## config.mk

```make
export PLATFORM = sky130hd
export DESIGN_NAME = baud_divisor_search
export DESIGN_NICKNAME = d
export VERILOG_FILES = /design/src/sv/bds_pkg.sv /design/src/sv/bds_div.sv /design/src/sv/bds_dp.sv /design/src/sv/bds_ctrl.sv /design/src/sv/baud_divisor_search.sv
export VERILOG_INCLUDE_DIRS = /design/src /design/src/sv
export SDC_FILE = /design/constraint.sdc
export NUM_CORES = 1
export LEC_CHECK = 0
export BUFFER_PORTS_ARGS = -buffer_cell sky130_fd_sc_hd__buf_4
export CELL_PAD_IN_SITES_DETAIL_PLACEMENT = 2
export CELL_PAD_IN_SITES_GLOBAL_PLACEMENT = 2
export CORE_UTILIZATION = 44
export CTS_BUF_LIST = sky130_fd_sc_hd__clkbuf_16
export CTS_CLUSTER_DIAMETER = 60
export DETAILED_ROUTE_END_ITERATION = 10
export PLACE_DENSITY = 0.91
export SLEW_MARGIN = 30
export SYNTH_ARGS = -nofsm -noshare
export SYNTH_HDL_FRONTEND = slang
export SYNTH_SLANG_ARGS = --single-unit
```

## constraint.sdc

```tcl
create_clock -name clk -period 10.1 [get_ports clk]
set_clock_uncertainty 0.05 [all_clocks]
set_input_delay 3.03 -clock clk [delete_from_list [all_inputs] [get_ports clk]]
set_output_delay 3.03 -clock clk [all_outputs]
set_load 0.05 [all_outputs]
```

## src/sv/baud_divisor_search_defines.svh

```systemverilog
// ----------------------------------------------------------------------------
// Baud divisor search: assertion macros
// Shared concurrent assertion forms. The using scope provides clk and rst_n.
// ----------------------------------------------------------------------------
`ifndef BAUD_DIVISOR_SEARCH_DEFINES_SVH
`define BAUD_DIVISOR_SEARCH_DEFINES_SVH

// same-cycle implication
`define BDS_ASSERT_IMP(label, ante, cons) \
  label: assert property (@(posedge clk) disable iff (!rst_n) (ante) |-> (cons)) \
    else $error("bds assertion failed");

// next-cycle implication
`define BDS_ASSERT_NXT(label, ante, cons) \
  label: assert property (@(posedge clk) disable iff (!rst_n) (ante) |=> (cons)) \
    else $error("bds assertion failed");

`endif

```

## src/sv/bds_pkg.sv

```systemverilog
// ----------------------------------------------------------------------------
// Baud divisor search package
// Widths, constants, controller states and the control/status bundles.
// ----------------------------------------------------------------------------
`default_nettype none

package bds_pkg;

  localparam int BAUD_W     = 19;
  localparam int PRODUCT_W  = 29;
  localparam int DIVIDEND_W = 30;
  localparam int DIVISOR_W  = 19;
  localparam int PRESCALE_W = 16;
  localparam int DIV_INT_W  = 2;
  localparam int FRAC_W     = 11;
  localparam int DMAX_W     = PRODUCT_W - FRAC_W;

  localparam int DIV_STEPS  = DIVIDEND_W;
  localparam int DIV_CNT_W  = $clog2(DIV_STEPS);
  localparam logic [DIV_CNT_W-1:0] DIV_LAST = DIV_CNT_W'(DIV_STEPS - 1);

  // x / 8191 as (x * (2^29 + 2^16 + 2^3 + 1)) >> 42, exact for x < 2^29
  localparam int RECIP_W     = 60;
  localparam int RECIP_SHIFT = 42;
  localparam int RECIP_SH0   = 29;
  localparam int RECIP_SH1   = 16;
  localparam int RECIP_SH2   = 3;

  localparam logic [DIVIDEND_W-1:0] CLOCK_PRODUCT = 30'd1024000000;
  localparam logic [BAUD_W-1:0]     BAUD_MIN      = 19'd2;
  localparam logic [BAUD_W-1:0]     BAUD_MAX      = 19'd500000;
  localparam logic [DIVIDEND_W-1:0] CEIL_BIAS     = 30'd8190;
  localparam logic [PRESCALE_W-1:0] PRESCALE_MAX  = 16'd65535;
  localparam logic [PRODUCT_W-1:0]  PRODUCT_MAX   = 29'd536797185;
  localparam logic [PRODUCT_W-1:0]  PRODUCT_MIN   = 29'd2048;
  localparam logic [DIVIDEND_W-1:0] QUOT_MIN      = 30'd2048;
  localparam logic [DIVIDEND_W-1:0] QUOT_MAX      = 30'd8191;

  typedef enum logic [3:0] {
    ST_IDLE,
    ST_BASE_DIV,
    ST_BASE_WAIT,
    ST_BOUNDS,
    ST_RANGE,
    ST_RANGE_CHK,
    ST_TRIAL_DIV,
    ST_TRIAL_WAIT,
    ST_TRIAL_CHK,
    ST_ADVANCE,
    ST_FINISH
  } state_t;

  typedef enum logic [1:0] {
    SEL_BASE,
    SEL_TRIAL
  } div_sel_t;

  typedef struct packed {
    logic     load_baud;
    logic     div_start;
    div_sel_t div_sel;
    logic     set_bounds;
    logic     set_range;
    logic     next_d;
    logic     advance;
    logic     load_out;
  } cmd_t;

  typedef struct packed {
    logic div_done;
    logic rem_zero;
    logic d_gt;
    logic d_last;
    logic out_free;
  } status_t;

endpackage

`default_nettype wire

```

## src/sv/bds_div.sv

```systemverilog
// ----------------------------------------------------------------------------
// Serial divider
// Restoring division, one quotient bit per cycle; result held until restart.
// ----------------------------------------------------------------------------
`default_nettype none

module bds_div (
  input  wire logic                             clk,
  input  wire logic                             rst_n,
  input  wire logic                             start,
  input  wire logic [bds_pkg::DIVIDEND_W-1:0]   dividend,
  input  wire logic [bds_pkg::DIVISOR_W-1:0]    divisor,
  output logic                                  busy,
  output logic                                  done,
  output logic [bds_pkg::DIVIDEND_W-1:0]        quot,
  output logic [bds_pkg::DIVISOR_W-1:0]         rem
);

  logic                            busy_r;
  logic                            done_r;
  logic [bds_pkg::DIV_CNT_W-1:0]   cnt_r;
  logic [bds_pkg::DIVIDEND_W-1:0]  dvd_r;
  logic [bds_pkg::DIVISOR_W-1:0]   dvs_r;
  logic [bds_pkg::DIVISOR_W-1:0]   rem_r;

  logic [bds_pkg::DIVISOR_W:0]     shifted;
  logic                            qbit;
  logic [bds_pkg::DIVISOR_W-1:0]   rem_nxt;

  always_comb begin
    shifted = {rem_r, dvd_r[bds_pkg::DIVIDEND_W-1]};
    qbit    = (shifted >= {1'b0, dvs_r});
    rem_nxt = qbit ? bds_pkg::DIVISOR_W'(shifted - {1'b0, dvs_r})
                   : shifted[bds_pkg::DIVISOR_W-1:0];
  end

  always_ff @(posedge clk) begin
    if (!rst_n) begin
      busy_r <= 1'b0;
      done_r <= 1'b0;
      cnt_r  <= '0;
    end else begin
      done_r <= 1'b0;
      if (start) begin
        busy_r <= 1'b1;
        cnt_r  <= '0;
      end else if (busy_r) begin
        cnt_r <= cnt_r + 1'b1;
        if (cnt_r == bds_pkg::DIV_LAST) begin
          busy_r <= 1'b0;
          done_r <= 1'b1;
        end
      end
    end
  end

  always_ff @(posedge clk) begin
    if (start) begin
      dvd_r <= dividend;
      dvs_r <= divisor;
      rem_r <= '0;
    end else if (busy_r) begin
      dvd_r <= {dvd_r[bds_pkg::DIVIDEND_W-2:0], qbit};
      rem_r <= rem_nxt;
    end
  end

  assign busy = busy_r;
  assign done = done_r;
  assign quot = dvd_r;
  assign rem  = rem_r;

endmodule

`default_nettype wire

```

## src/sv/bds_dp.sv

```systemverilog
// ----------------------------------------------------------------------------
// Baud divisor search datapath
// Target bounds, candidate product, prescaler range, divider and result regs.
// ----------------------------------------------------------------------------
`default_nettype none

`include "baud_divisor_search_defines.svh"

module bds_dp (
  input  wire logic                              clk,
  input  wire logic                              rst_n,
  input  wire bds_pkg::cmd_t                     cmd,
  output bds_pkg::status_t                       sts,
  input  wire logic [bds_pkg::BAUD_W-1:0]        in_baud,
  output logic                                   out_valid,
  input  wire logic                              out_stall,
  output logic [bds_pkg::PRESCALE_W-1:0]         out_prescale,
  output logic [bds_pkg::DIV_INT_W-1:0]          out_div_int,
  output logic [bds_pkg::FRAC_W-1:0]             out_div_frac,
  output logic [bds_pkg::PRODUCT_W-1:0]          out_achieved_product
);

  logic [bds_pkg::BAUD_W-1:0]      baud_r;
  logic [bds_pkg::PRODUCT_W-1:0]   lo_r;
  logic [bds_pkg::PRODUCT_W-1:0]   hi_r;
  logic [bds_pkg::PRODUCT_W-1:0]   p_r;
  logic [bds_pkg::PRESCALE_W-1:0]  d_r;
  logic [bds_pkg::PRESCALE_W-1:0]  dmax_r;
  logic                            out_valid_r;
  logic [bds_pkg::PRESCALE_W-1:0]  prescale_r;
  logic [bds_pkg::DIV_INT_W-1:0]   div_int_r;
  logic [bds_pkg::FRAC_W-1:0]      div_frac_r;
  logic [bds_pkg::PRODUCT_W-1:0]   product_r;

  logic [bds_pkg::BAUD_W-1:0]      baud_clamped;
  logic [bds_pkg::DIVIDEND_W-1:0]  div_dividend;
  logic [bds_pkg::DIVISOR_W-1:0]   div_divisor;
  logic                            div_busy;
  logic                            div_done;
  logic [bds_pkg::DIVIDEND_W-1:0]  div_quot;
  logic [bds_pkg::DIVISOR_W-1:0]   div_rem;
  logic [bds_pkg::PRODUCT_W-1:0]   q_prod;
  logic                            rem_nz;
  logic                            round_up;
  logic [bds_pkg::DIVIDEND_W-1:0]  ceil_num;
  logic [bds_pkg::RECIP_W-1:0]     ceil_ext;
  logic [bds_pkg::RECIP_W-1:0]     ceil_prod;
  logic [bds_pkg::PRESCALE_W-1:0]  dmin;
  logic [bds_pkg::DMAX_W-1:0]      p_shr;
  logic [bds_pkg::PRESCALE_W-1:0]  dmax;

  always_comb begin
    baud_clamped = in_baud;
    if (in_baud < bds_pkg::BAUD_MIN) baud_clamped = bds_pkg::BAUD_MIN;
    if (in_baud > bds_pkg::BAUD_MAX) baud_clamped = bds_pkg::BAUD_MAX;
  end

  always_comb begin
    unique case (cmd.div_sel)
      bds_pkg::SEL_BASE: begin
        div_dividend = bds_pkg::CLOCK_PRODUCT;
        div_divisor  = baud_r;
      end
      bds_pkg::SEL_TRIAL: begin
        div_dividend = bds_pkg::DIVIDEND_W'(p_r);
        div_divisor  = bds_pkg::DIVISOR_W'(d_r);
      end
      default: begin
        div_dividend = bds_pkg::DIVIDEND_W'(p_r);
        div_divisor  = bds_pkg::DIVISOR_W'(d_r);
      end
    endcase
  end

  bds_div u_div (
    .clk      (clk),
    .rst_n    (rst_n),
    .start    (cmd.div_start),
    .dividend (div_dividend),
    .divisor  (div_divisor),
    .busy     (div_busy),
    .done     (div_done),
    .quot     (div_quot),
    .rem      (div_rem)
  );

  always_comb begin
    q_prod    = div_quot[bds_pkg::PRODUCT_W-1:0];
    rem_nz    = (div_rem != '0);
    round_up  = ({div_rem, 1'b0} >= {1'b0, baud_r});
    // ceil(p / 8191) by reciprocal multiply
    ceil_num  = bds_pkg::DIVIDEND_W'(p_r) + bds_pkg::CEIL_BIAS;
    ceil_ext  = bds_pkg::RECIP_W'(ceil_num);
    ceil_prod = (ceil_ext << bds_pkg::RECIP_SH0) + (ceil_ext << bds_pkg::RECIP_SH1)
              + (ceil_ext << bds_pkg::RECIP_SH2) + ceil_ext;
    dmin      = ceil_prod[bds_pkg::RECIP_SHIFT +: bds_pkg::PRESCALE_W];
    if (dmin == '0) dmin = bds_pkg::PRESCALE_W'(1);
    p_shr    = p_r[bds_pkg::PRODUCT_W-1:bds_pkg::FRAC_W];
    dmax     = (p_shr > bds_pkg::DMAX_W'(bds_pkg::PRESCALE_MAX)) ? bds_pkg::PRESCALE_MAX
                                                               : p_shr[bds_pkg::PRESCALE_W-1:0];
  end

  always_ff @(posedge clk) begin
    if (cmd.load_baud) baud_r <= baud_clamped;
    if (cmd.set_bounds) begin
      lo_r <= q_prod;
      hi_r <= q_prod + bds_pkg::PRODUCT_W'(rem_nz);
      p_r  <= q_prod + bds_pkg::PRODUCT_W'(round_up);
    end else if (cmd.advance) begin
      if (p_r == hi_r) begin
        if (hi_r < bds_pkg::PRODUCT_MAX) hi_r <= hi_r + 1'b1;
        p_r <= lo_r;
      end else begin
        if (lo_r > bds_pkg::PRODUCT_MIN) lo_r <= lo_r - 1'b1;
        p_r <= hi_r;
      end
    end
    if (cmd.set_range) begin
      d_r    <= dmin;
      dmax_r <= dmax;
    end else if (cmd.next_d) begin
      d_r <= d_r + 1'b1;
    end
  end

  // result register
  always_ff @(posedge clk) begin
    if (!rst_n) begin
      out_valid_r <= 1'b0;
    end else if (cmd.load_out) begin
      out_valid_r <= 1'b1;
    end else if (!out_stall) begin
      out_valid_r <= 1'b0;
    end
  end

  always_ff @(posedge clk) begin
    if (cmd.load_out) begin
      prescale_r <= d_r;
      div_int_r  <= div_quot[bds_pkg::FRAC_W +: bds_pkg::DIV_INT_W];
      div_frac_r <= div_quot[bds_pkg::FRAC_W-1:0];
      product_r  <= p_r;
    end
  end

  always_comb begin
    sts.div_done = div_done;
    sts.rem_zero = !rem_nz;
    sts.d_gt     = (d_r > dmax_r);
    sts.d_last   = (d_r == dmax_r);
    sts.out_free = !out_valid_r || !out_stall;
  end

  assign out_valid            = out_valid_r;
  assign out_prescale         = prescale_r;
  assign out_div_int          = div_int_r;
  assign out_div_frac         = div_frac_r;
  assign out_achieved_product = product_r;

  `BDS_ASSERT_IMP(a_done_after_busy, div_done, $past(div_busy))
  `BDS_ASSERT_IMP(a_start_when_free, cmd.div_start, !div_busy)
  `BDS_ASSERT_IMP(a_cand_on_bound, cmd.set_range, (p_r == lo_r) || (p_r == hi_r))
  `BDS_ASSERT_IMP(a_exact_fit, cmd.load_out, !rem_nz && (div_quot >= bds_pkg::QUOT_MIN) && (div_quot <= bds_pkg::QUOT_MAX))
  `BDS_ASSERT_NXT(a_result_shown, cmd.load_out, out_valid_r && (product_r == $past(p_r)))

endmodule

`default_nettype wire

```

## src/sv/bds_ctrl.sv

```systemverilog
// ----------------------------------------------------------------------------
// Baud divisor search controller
// Sequences target division, prescaler range set-up, trials and candidate walk.
// ----------------------------------------------------------------------------
`default_nettype none

module bds_ctrl (
  input  wire logic              clk,
  input  wire logic              rst_n,
  input  wire logic              in_valid,
  output logic                   in_stall,
  output bds_pkg::cmd_t          cmd,
  input  wire bds_pkg::status_t  sts
);

  bds_pkg::state_t state_r;
  bds_pkg::state_t state_nxt;

  always_ff @(posedge clk) begin
    if (!rst_n) begin
      state_r <= bds_pkg::ST_IDLE;
    end else begin
      state_r <= state_nxt;
    end
  end

  always_comb begin
    state_nxt = state_r;
    unique case (state_r)
      bds_pkg::ST_IDLE:       if (in_valid) state_nxt = bds_pkg::ST_BASE_DIV;
      bds_pkg::ST_BASE_DIV:   state_nxt = bds_pkg::ST_BASE_WAIT;
      bds_pkg::ST_BASE_WAIT:  if (sts.div_done) state_nxt = bds_pkg::ST_BOUNDS;
      bds_pkg::ST_BOUNDS:     state_nxt = bds_pkg::ST_RANGE;
      bds_pkg::ST_RANGE:      state_nxt = bds_pkg::ST_RANGE_CHK;
      bds_pkg::ST_RANGE_CHK: begin
        state_nxt = sts.d_gt ? bds_pkg::ST_ADVANCE : bds_pkg::ST_TRIAL_DIV;
      end
      bds_pkg::ST_TRIAL_DIV:  state_nxt = bds_pkg::ST_TRIAL_WAIT;
      bds_pkg::ST_TRIAL_WAIT: if (sts.div_done) state_nxt = bds_pkg::ST_TRIAL_CHK;
      bds_pkg::ST_TRIAL_CHK: begin
        priority if (sts.rem_zero) state_nxt = bds_pkg::ST_FINISH;
        else if (sts.d_last)       state_nxt = bds_pkg::ST_ADVANCE;
        else                       state_nxt = bds_pkg::ST_TRIAL_DIV;
      end
      bds_pkg::ST_ADVANCE:    state_nxt = bds_pkg::ST_RANGE;
      bds_pkg::ST_FINISH:     if (sts.out_free) state_nxt = bds_pkg::ST_IDLE;
      default:                state_nxt = bds_pkg::ST_IDLE;
    endcase
  end

  always_comb begin
    cmd          = '0;
    cmd.div_sel  = bds_pkg::SEL_BASE;
    in_stall     = 1'b1;
    unique case (state_r)
      bds_pkg::ST_IDLE: begin
        in_stall      = 1'b0;
        cmd.load_baud = in_valid;
      end
      bds_pkg::ST_BASE_DIV: begin
        cmd.div_start = 1'b1;
        cmd.div_sel   = bds_pkg::SEL_BASE;
      end
      bds_pkg::ST_BOUNDS:    cmd.set_bounds = 1'b1;
      bds_pkg::ST_RANGE:     cmd.set_range = 1'b1;
      bds_pkg::ST_TRIAL_DIV: begin
        cmd.div_start = 1'b1;
        cmd.div_sel   = bds_pkg::SEL_TRIAL;
      end
      bds_pkg::ST_TRIAL_CHK: cmd.next_d = !sts.rem_zero && !sts.d_last;
      bds_pkg::ST_ADVANCE:   cmd.advance = 1'b1;
      bds_pkg::ST_FINISH:    cmd.load_out = sts.out_free;
      default: begin
      end
    endcase
  end

endmodule

`default_nettype wire

```

## src/sv/baud_divisor_search.sv

```systemverilog
// ----------------------------------------------------------------------------
// Baud divisor search: prescaler and fractional divider from a baud request
// The target division comes first, then one 30-step serial division per prescaler
// tried for each candidate product in turn. One request at a time: in_stall stays
// high until the result is loaded, and output stalls hold it longer. Reset
// (synchronous, active low) idles the controller and drops out_valid.
// ----------------------------------------------------------------------------
`default_nettype none

module baud_divisor_search (
  input  wire logic                              clk,
  input  wire logic                              rst_n,
  input  wire logic                              in_valid,
  output logic                                   in_stall,
  input  wire logic [bds_pkg::BAUD_W-1:0]        in_baud,
  output logic                                   out_valid,
  input  wire logic                              out_stall,
  output logic [bds_pkg::PRESCALE_W-1:0]         out_prescale,
  output logic [bds_pkg::DIV_INT_W-1:0]          out_div_int,
  output logic [bds_pkg::FRAC_W-1:0]             out_div_frac,
  output logic [bds_pkg::PRODUCT_W-1:0]          out_achieved_product
);

  bds_pkg::cmd_t    cmd;
  bds_pkg::status_t sts;

  bds_ctrl u_ctrl (
    .clk      (clk),
    .rst_n    (rst_n),
    .in_valid (in_valid),
    .in_stall (in_stall),
    .cmd      (cmd),
    .sts      (sts)
  );

  bds_dp u_dp (
    .clk                  (clk),
    .rst_n                (rst_n),
    .cmd                  (cmd),
    .sts                  (sts),
    .in_baud              (in_baud),
    .out_valid            (out_valid),
    .out_stall            (out_stall),
    .out_prescale         (out_prescale),
    .out_div_int          (out_div_int),
    .out_div_frac         (out_div_frac),
    .out_achieved_product (out_achieved_product)
  );

endmodule

`default_nettype wire
```

Word-level counts from Yosys, hierarchy flattened
Cells that the tools add are included.
- flip-flop bits (word level): 276
- bits of input ports: 23
- word-level logic and storage cells: 124
- add/subtract/negate cells: 11
- magnitude comparators: 8
- eq/ne operators: 19
- multiplexer cells: 42
- bitwise operators: 2
- reductions and logical operators: 22
- operator list (kind ; count):
    $mux 29 ; 11
    $mux 30 ; 3
    $mux 16 ; 4
    $add 29x1->29 ; 2
    $add 58x30->58 ; 1
    $add 58x33->58 ; 1
    $add 58x46->58 ; 1
    $ge 20x19->1 ; 2
    $pmux 4 s10 ; 1
    $mux 19 ; 2
    $add 29x13->30 const B ; 1
    $add 29x1->29 const B ; 1
    $eq 29x29->1 ; 1
    $gt 29x12->1 const B ; 1
    $lt 29x29->1 const B ; 1
    $sub 29x1->29 const B ; 1
    $mux 4 ; 7
    $gt 19x19->1 const B ; 1
    $lt 19x2->1 const B ; 1
    $reduce_bool 19->1 ; 1
    $sub 19x19->19 ; 1
    $gt 18x16->1 const B ; 1
    $add 16x1->16 const B ; 1
    $eq 16x16->1 ; 1
    23 further kinds ; 56

Longest topological paths before layout
- word-level depth: 7
- mapped depth: 23
- gate-level depth less buffers: 22

Hierarchy
From an unflattened synthesis, not the netlist that was laid out.
- cell total of the unflattened synthesis: 2031
- area total of the unflattened synthesis: 19688.9 um^2
- modules (own cells, without submodules) (module ; times used ; cells an instance ; area an instance (um^2) ; seq. area each (um^2)):
    bds_dp ; 1 ; 1586 ; 15198.3 ; 5905.7
    bds_div ; 1 ; 376 ; 4020.1 ; 1991.9
    bds_ctrl ; 1 ; 69 ; 470.5 ; 80.1

Worst setup path after synthesis
No wires, ideal clock.
- path type: input to register
- start: input out_stall
- end: register u_dp.product_r, in the netlist u_dp.out_achieved_product[0], enable pin
- setup time: 0.493 ns
- arrival time: 5.875 ns
- required time: 9.557 ns
- slack: 3.682 ns
- cell stages on the path: 1
- path buffers: 0
- cell sequence: a21oi_1
- cells in the longest elaborated chain, start to end: 3
- RTL lines (element ; line ; text):
    start, declared ; baud_divisor_search.sv:17 ; input wire logic out_stall,
    $logic_not 1->1 ; n/a ;
    $logic_or 1x1->1 ; bds_dp.sv:151 ; sts.out_free = !out_valid_r || !out_stall;
    $mux 1 ; bds_ctrl.sv:55 ; unique case (state_r)
    end signal, assigned ; bds_dp.sv:142 ; product_r <= p_r;
    end, declared ; bds_dp.sv:33 ; logic [bds_pkg::PRODUCT_W-1:0] product_r;
Every way passes these cells.
A chain may end at the register's enable or synchronous reset.

Worst setup path in the final report
- start: register u_dp.p_r[1] (netlist bit)
- end: register u_dp.d_r[0] (netlist bit) (data pin)
- cells in the longest elaborated chain, start to end: 7
- RTL lines (element ; line ; text):
    start, declared ; bds_dp.sv:26 ; logic [bds_pkg::PRODUCT_W-1:0] p_r;
    start signal, assigned ; bds_dp.sv:108 ; p_r <= q_prod + bds_pkg::PRODUCT_W'(round_up);
    start signal, assigned ; bds_dp.sv:112 ; p_r <= lo_r;
    start signal, assigned ; bds_dp.sv:115 ; p_r <= hi_r;
    $add 29x13->30 (*) ; bds_dp.sv:92 ; ceil_num = bds_pkg::DIVIDEND_W'(p_r) + bds_pkg::CEIL_BIAS;
    $add 58x46->58 ; bds_dp.sv:94 ; ceil_prod = (ceil_ext << bds_pkg::RECIP_SH0) + (ceil_ext << bds_pkg::RECIP_SH1)
    $add 58x33->58 ; bds_dp.sv:95 ; + (ceil_ext << bds_pkg::RECIP_SH2) + ceil_ext;
    $add 58x30->58 (*) ; bds_dp.sv:95 ;
    $logic_not 16->1 ; bds_dp.sv:97 ; if (dmin == '0) dmin = bds_pkg::PRESCALE_W'(1);
    $mux 16 (*) ; bds_dp.sv:97 ;
    $mux 16 (*) ; bds_dp.sv:118 ; if (cmd.set_range) begin
    end signal, assigned ; bds_dp.sv:119 ; d_r <= dmin;
    end signal, assigned ; bds_dp.sv:122 ; d_r <= d_r + 1'b1;
    end, declared ; bds_dp.sv:27 ; logic [bds_pkg::PRESCALE_W-1:0] d_r;
Every way passes the cells marked *; elsewhere a longest branch is shown, timed or not.

==> results.env <==
OUTCOME='complete, no violations'
CLOCK_TREE.ROOT_CELL='clkbuf_16'
SYNTH_TOP_FLOP_CELL='edfxtp_1'
WP_DATA_REQUIRED_NS=10.49
GRT_SETUP_UNREPAIRED='no'
GRT_PASS1_WL_MM=137
IO_BUFFERS=82
SYNTH.DISTINCT_CELLS=78
CLOCK_BUFFER_COUNT_FROM_CTS=36
MAXCLOCKFREQUENCY_GHz=0.133
CRITICAL_PATH_CLASS='reg2reg'
NETLIST.TOP_CELL.BY_AREA='edfxtp_1'
SYNTH.NET_COUNT=2189
TNS_NS=0
LAYOUT-DRIVE-GT1-SHARE_PCT=9.22
MIN_PATH_TYPE='reg2reg'
CLK-INSERTION-DELAY-LATE_NS=0.59
DP_HPWL_MM=57.7
CTS-RESIZED-GATES=0
FINISH.INSTANCE_AREA_UM2=21500
PEAKVDDDROP_mV=0.164
SYNTH_TOP_AREA_SHARE_PCT=38.4
POWERDENSITY_nW_PER_UM2=303
PERIOD_SHARE_PCT=74.3
FP.COREAREA_UM2=43000
STD_CELL_ROWS=76
ARRIVAL_NS=7.90
TIMING.FINAL.CRIT_PERIOD_NS=7.50
AREA_DELTA_SYNTH_FINAL_PCT=12.4
CTS-HTREE-LEVELS=2
COMB_POWER_SHARE_PCT=44.8
FINALHOLDVIOLATIONS=0
SLEW_VIOL_FINAL=0
CLOCK_POWER_SHARE_PCT=21.2
NUMBER_OF_GLOBAL_ROUTE_VIAS_BEFORE_REPAIR=19600
DRCVIOLATIONCOUNT=0
SYNTHESIS.AREA_UM2=19200
YOSYS-TOP-CELLS-AREA='edfxtp_1, ha_1, xnor2_1, nand2_1, xor2_1'
INITIAL_CORE_UTILIZATION_PCT=44.6
MAX_CAP_VIOL_COUNT=0
LEAKAGEPOWER_nW=8.33
NUM-NETS-FINAL=2230
SYNTHESIS.INSTANCES=1982
DETAIL_ROUTE.WIRELENGTH_MM=92.6
SYNTH_AREA_PER_CELL_UM2=9.67
LARGEST_NET_DEGREE_AT_THE_START_OF_GLOBAL_ROUTING=113
CTS_CLK_PIN_SLEW_WORST_PATHS_NS=0.06
GLOBALPLACE.CONGESTION=0.901
CLOCK_TREE_FROM_TRITONCTS='done'
CP_SLOWEST_STAGE_DELAY_NS=0.79
INITIALDRTVIOLATIONCOUNT=1980
GRT_UTIL_ALL_LAYERS_PCT=42.0
WORST_SLEW_MARGIN_PCT=31.2
P_SEQ_SHARE_PCT=33.9
SW_PWR_mW=3.11
CTS_HOLD_BUFFERS=0
TIMING.CRITICAL_PATH.BUF_INV=3
PLACED_CELL_AREA_UM2=20300
WIRE_PER_INST_UM=35.1
FLOPS_LATCHES_SYNTH=276
INTERNAL_POWER_mW=3.41
CRIT_FANOUT=13
YS_WARN_COUNT=0
TIMING.CRITICAL_PATH.TO_TYPE='register'
VIAS=17800
POWER.SHARE.SWITCHING_PCT=47.7
CRIT_CHAIN='inv_1 -> ha_1 -> nor3b_2 -> nand2_1 -> nor3_1 -> xor2_1 -> inv_1 -> fa_1 -> inv_1 -> ha_1 -> ha_1 -> a211oi_1 -> o21bai_1 -> a21oi_1 -> o311ai_0 -> o221a_1 -> a211oi_2 -> nor3_1 -> o31a_1 -> nor4_1 -> a21o_1'
FINALSETUPVIOLATIONS=0
CTS-ROOT-TO-SINK-BUFFERS=3
DIE_W_UM=211
AREA_OF_THE_DIE_UM2=44400
IOPINCOUNT=83
POST_CTS.REPAIR.SETUP_BUFFERS=0
SYNTH_SEQUENTIAL_AREA_RATIO_PCT=41.6
ANTENNA_LEFT=0
CRITICAL_PATH.TOP_DELAY_FAMILY='compound AO/OA/AOI/OAI gates'
ANTENNA_VIOLATIONS_BEFORE_REPAIR=0
ROUTE.DETAILED.VIAS_PER_INST=6.76
WORST_PATH_MAX_DELAY_CELL='a211oi_2'
CHIPHEIGHT_UM=211
CRITPATHLAUNCHTYPE='register'
ASYNC_FLOP_SHARE_PCT=0
SYNTH_ENABLE_FLOP_CELLS=245
DR.PASS1.ITERS=5
GRT-OVFL-TOTAL=0
CTS.SINK_COUNT=276
MAX_SLEW.WORST_PIN.SLEW_NS=1.02
==> layer usage <==
metal  routed length [µm]  vias to the layer above  GRT usage (%)
met5                    0                        -              0
met4                 6770                        0           28.1
met3                 7490                      433           8.37
met2                44000                     1138           68.8
met1                34300                     9022           49.9
li1                     -                     7225              -
==> Yosys cell counts (all sizes together) (13+ instances only) <==
cell and count:
o21ai 160, and2 16, a21o 29, nor4 29, dfxtp 31, and4 14, ha 172, or3 29
xnor2 112, clkbuf 80, nand3 57, edfxtp 245, nor2 126, nor3 49, nor2b 13, inv 111
a21oi 75, mux2i 42, a22o 21, nand2 236, xor2 98, and3 34, a31oi 15, o21a 17
nand4 40
==> cells in the final DEF (no fill, tap or decap), types with 5 or more instances in the layout <==
| cell | netlist | final |
|---|---|---|
| xor2_1 | 95 | 94 |
| o21a_1 | 17 | 17 |
| or3_1 | 29 | 29 |
| a21o_1 | 29 | 29 |
| nor4_1 | 28 | 27 |
| nor2b_1 | 13 | 13 |
| clkinv_1 | 2 | 5 |
| nand3b_1 | 5 | 5 |
| ha_1 | 172 | 172 |
| or4_1 | 6 | 6 |
| xnor2_1 | 111 | 111 |
| nand2_1 | 236 | 236 |
| a21oi_1 | 75 | 71 |
| mux2i_1 | 42 | 42 |
| nand4_1 | 39 | 39 |
| o31ai_1 | 6 | 6 |
| edfxtp_1 | 245 | 245 |
| nor3_1 | 45 | 44 |
| fa_1 | 12 | 12 |
| clkbuf_16 | 0 | 38 |
| dfxtp_1 | 31 | 30 |
| nor3_2 | 4 | 5 |
| o21ai_1 | 12 | 13 |
| nand2b_1 | 11 | 11 |
| and3_1 | 34 | 33 |
| o21ai_0 | 147 | 146 |
| and2_1 | 16 | 16 |
| or2_2 | 9 | 9 |
| a22o_1 | 21 | 21 |
| nor2_1 | 126 | 124 |
| nand3_1 | 57 | 57 |
| a211oi_1 | 6 | 6 |
| a31oi_1 | 15 | 15 |
| a2111oi_0 | 6 | 5 |
| buf_4 | 1 | 93 |
| and4_1 | 13 | 13 |
| inv_1 | 110 | 117 |
==> cell families after synthesis <==
| logic type | Yosys count | synth area share (%) |
|---|---|---|
| simple gates | 682 | 17.4 |
| fa+ha+maj | 184 | 12.5 |
| mux | 44 | 2.31 |
| compound gates | 381 | 12.3 |
| xor+xnor | 210 | 9.75 |
| flops | 276 | 41.6 |
| buf+inv | 205 | 4.13 |
==> power by group through the flow <==
stage / logic [mW] / clock network (mW) / registers, mW
6_report: 2.92 / 1.38 / 2.21
3_5_place_dp: 2.54 / 0 / 2.15
5_1_grt: 3.04 / 1.42 / 2.20
4_1_cts: 2.81 / 1.38 / 2.17
2_1_floorplan: 1.84 / 0 / 1.80
3_3_place_gp: 2.23 / 0 / 2.11
==> layout make-up <==
class | count | area (µm²)
fillers | 4453 | 21400
multi-input cells | 1501 | 10500
flip-flops and latches | 276 | 7980
clock buffers | 38 | 951
repair buffers | 95 | 737
well taps | 585 | 732
inverters | 113 | 424
clock inverters | 26 | 245
diodes | 1 | 2.50
==> sequential cells by signal, summed over array words and instances, names as in the netlist <==
signal / cells
u_dp.u_div.done: 1
u_dp.d_r: 16
u_dp.u_div.busy: 1
u_dp.u_div.rem: 19
u_ctrl.state_r: 4
u_dp.out_valid: 1
u_dp.out_achieved_product: 29
u_dp.lo_r: 29
u_dp.baud_r: 19
u_dp.hi_r: 29
u_dp.dmax_r: 16
u_dp.p_r: 29
u_dp.u_div.quot: 30
u_dp.out_prescale: 16
u_dp.u_div.cnt_r: 5
u_dp.out_div_int: 2
u_dp.out_div_frac: 11
u_dp.u_div.dvs_r: 19
==> worst register-to-register path, stage by stage, from the launching register on <==
cell	delay, ns
edfxtp_1	0.54
inv_1	0.26
ha_1	0.25
nor3b_2	0.38
nand2_1	0.17
nor3_1	0.34
xor2_1	0.58
inv_1	0.19
fa_1	0.53
inv_1	0.06
ha_1	0.32
ha_1	0.39
a211oi_1	0.41
o21bai_1	0.17
a21oi_1	0.23
o311ai_0	0.28
o221a_1	0.34
a211oi_2	0.79
nor3_1	0.30
o31a_1	0.33
nor4_1	0.30
a21o_1	0.16
==> path summary, 6_finish.rpt <==
path	from	endpoint	slack, ns	cells after the start
max	u_dp.p_r[1]$_DFFE_PP_	u_dp.d_r[0]$_DFFE_PP_	2.60	21
min	u_dp.u_div.cnt_r[4]$_SDFFE_PP0P_	u_dp.u_div.done$_SDFF_PP0_	0.51	2
max reg2reg	u_dp.p_r[1]$_DFFE_PP_	u_dp.d_r[0]$_DFFE_PP_	2.60	21
min reg2reg	u_dp.u_div.cnt_r[4]$_SDFFE_PP0P_	u_dp.u_div.done$_SDFF_PP0_	0.51	2
==> through the flow <==
step           utilization [%]  power, mW  hold slack (ns)  std cells  setup slack [ns]
6_report                  50.1       6.52            0.514       2635              2.60
5_1_grt                   50.1       6.66            0.528       2634              2.40
4_1_cts                   50.0       6.36            0.507       2634              2.77
3_5_place_dp              47.3       4.69            0.492       2570              3.18
3_3_place_gp              47.2       4.34            0.447       2569              3.77
2_1_floorplan                -       3.64            0.371       1982              3.68
Note: power is estimated with default switching activity, not from simulation.
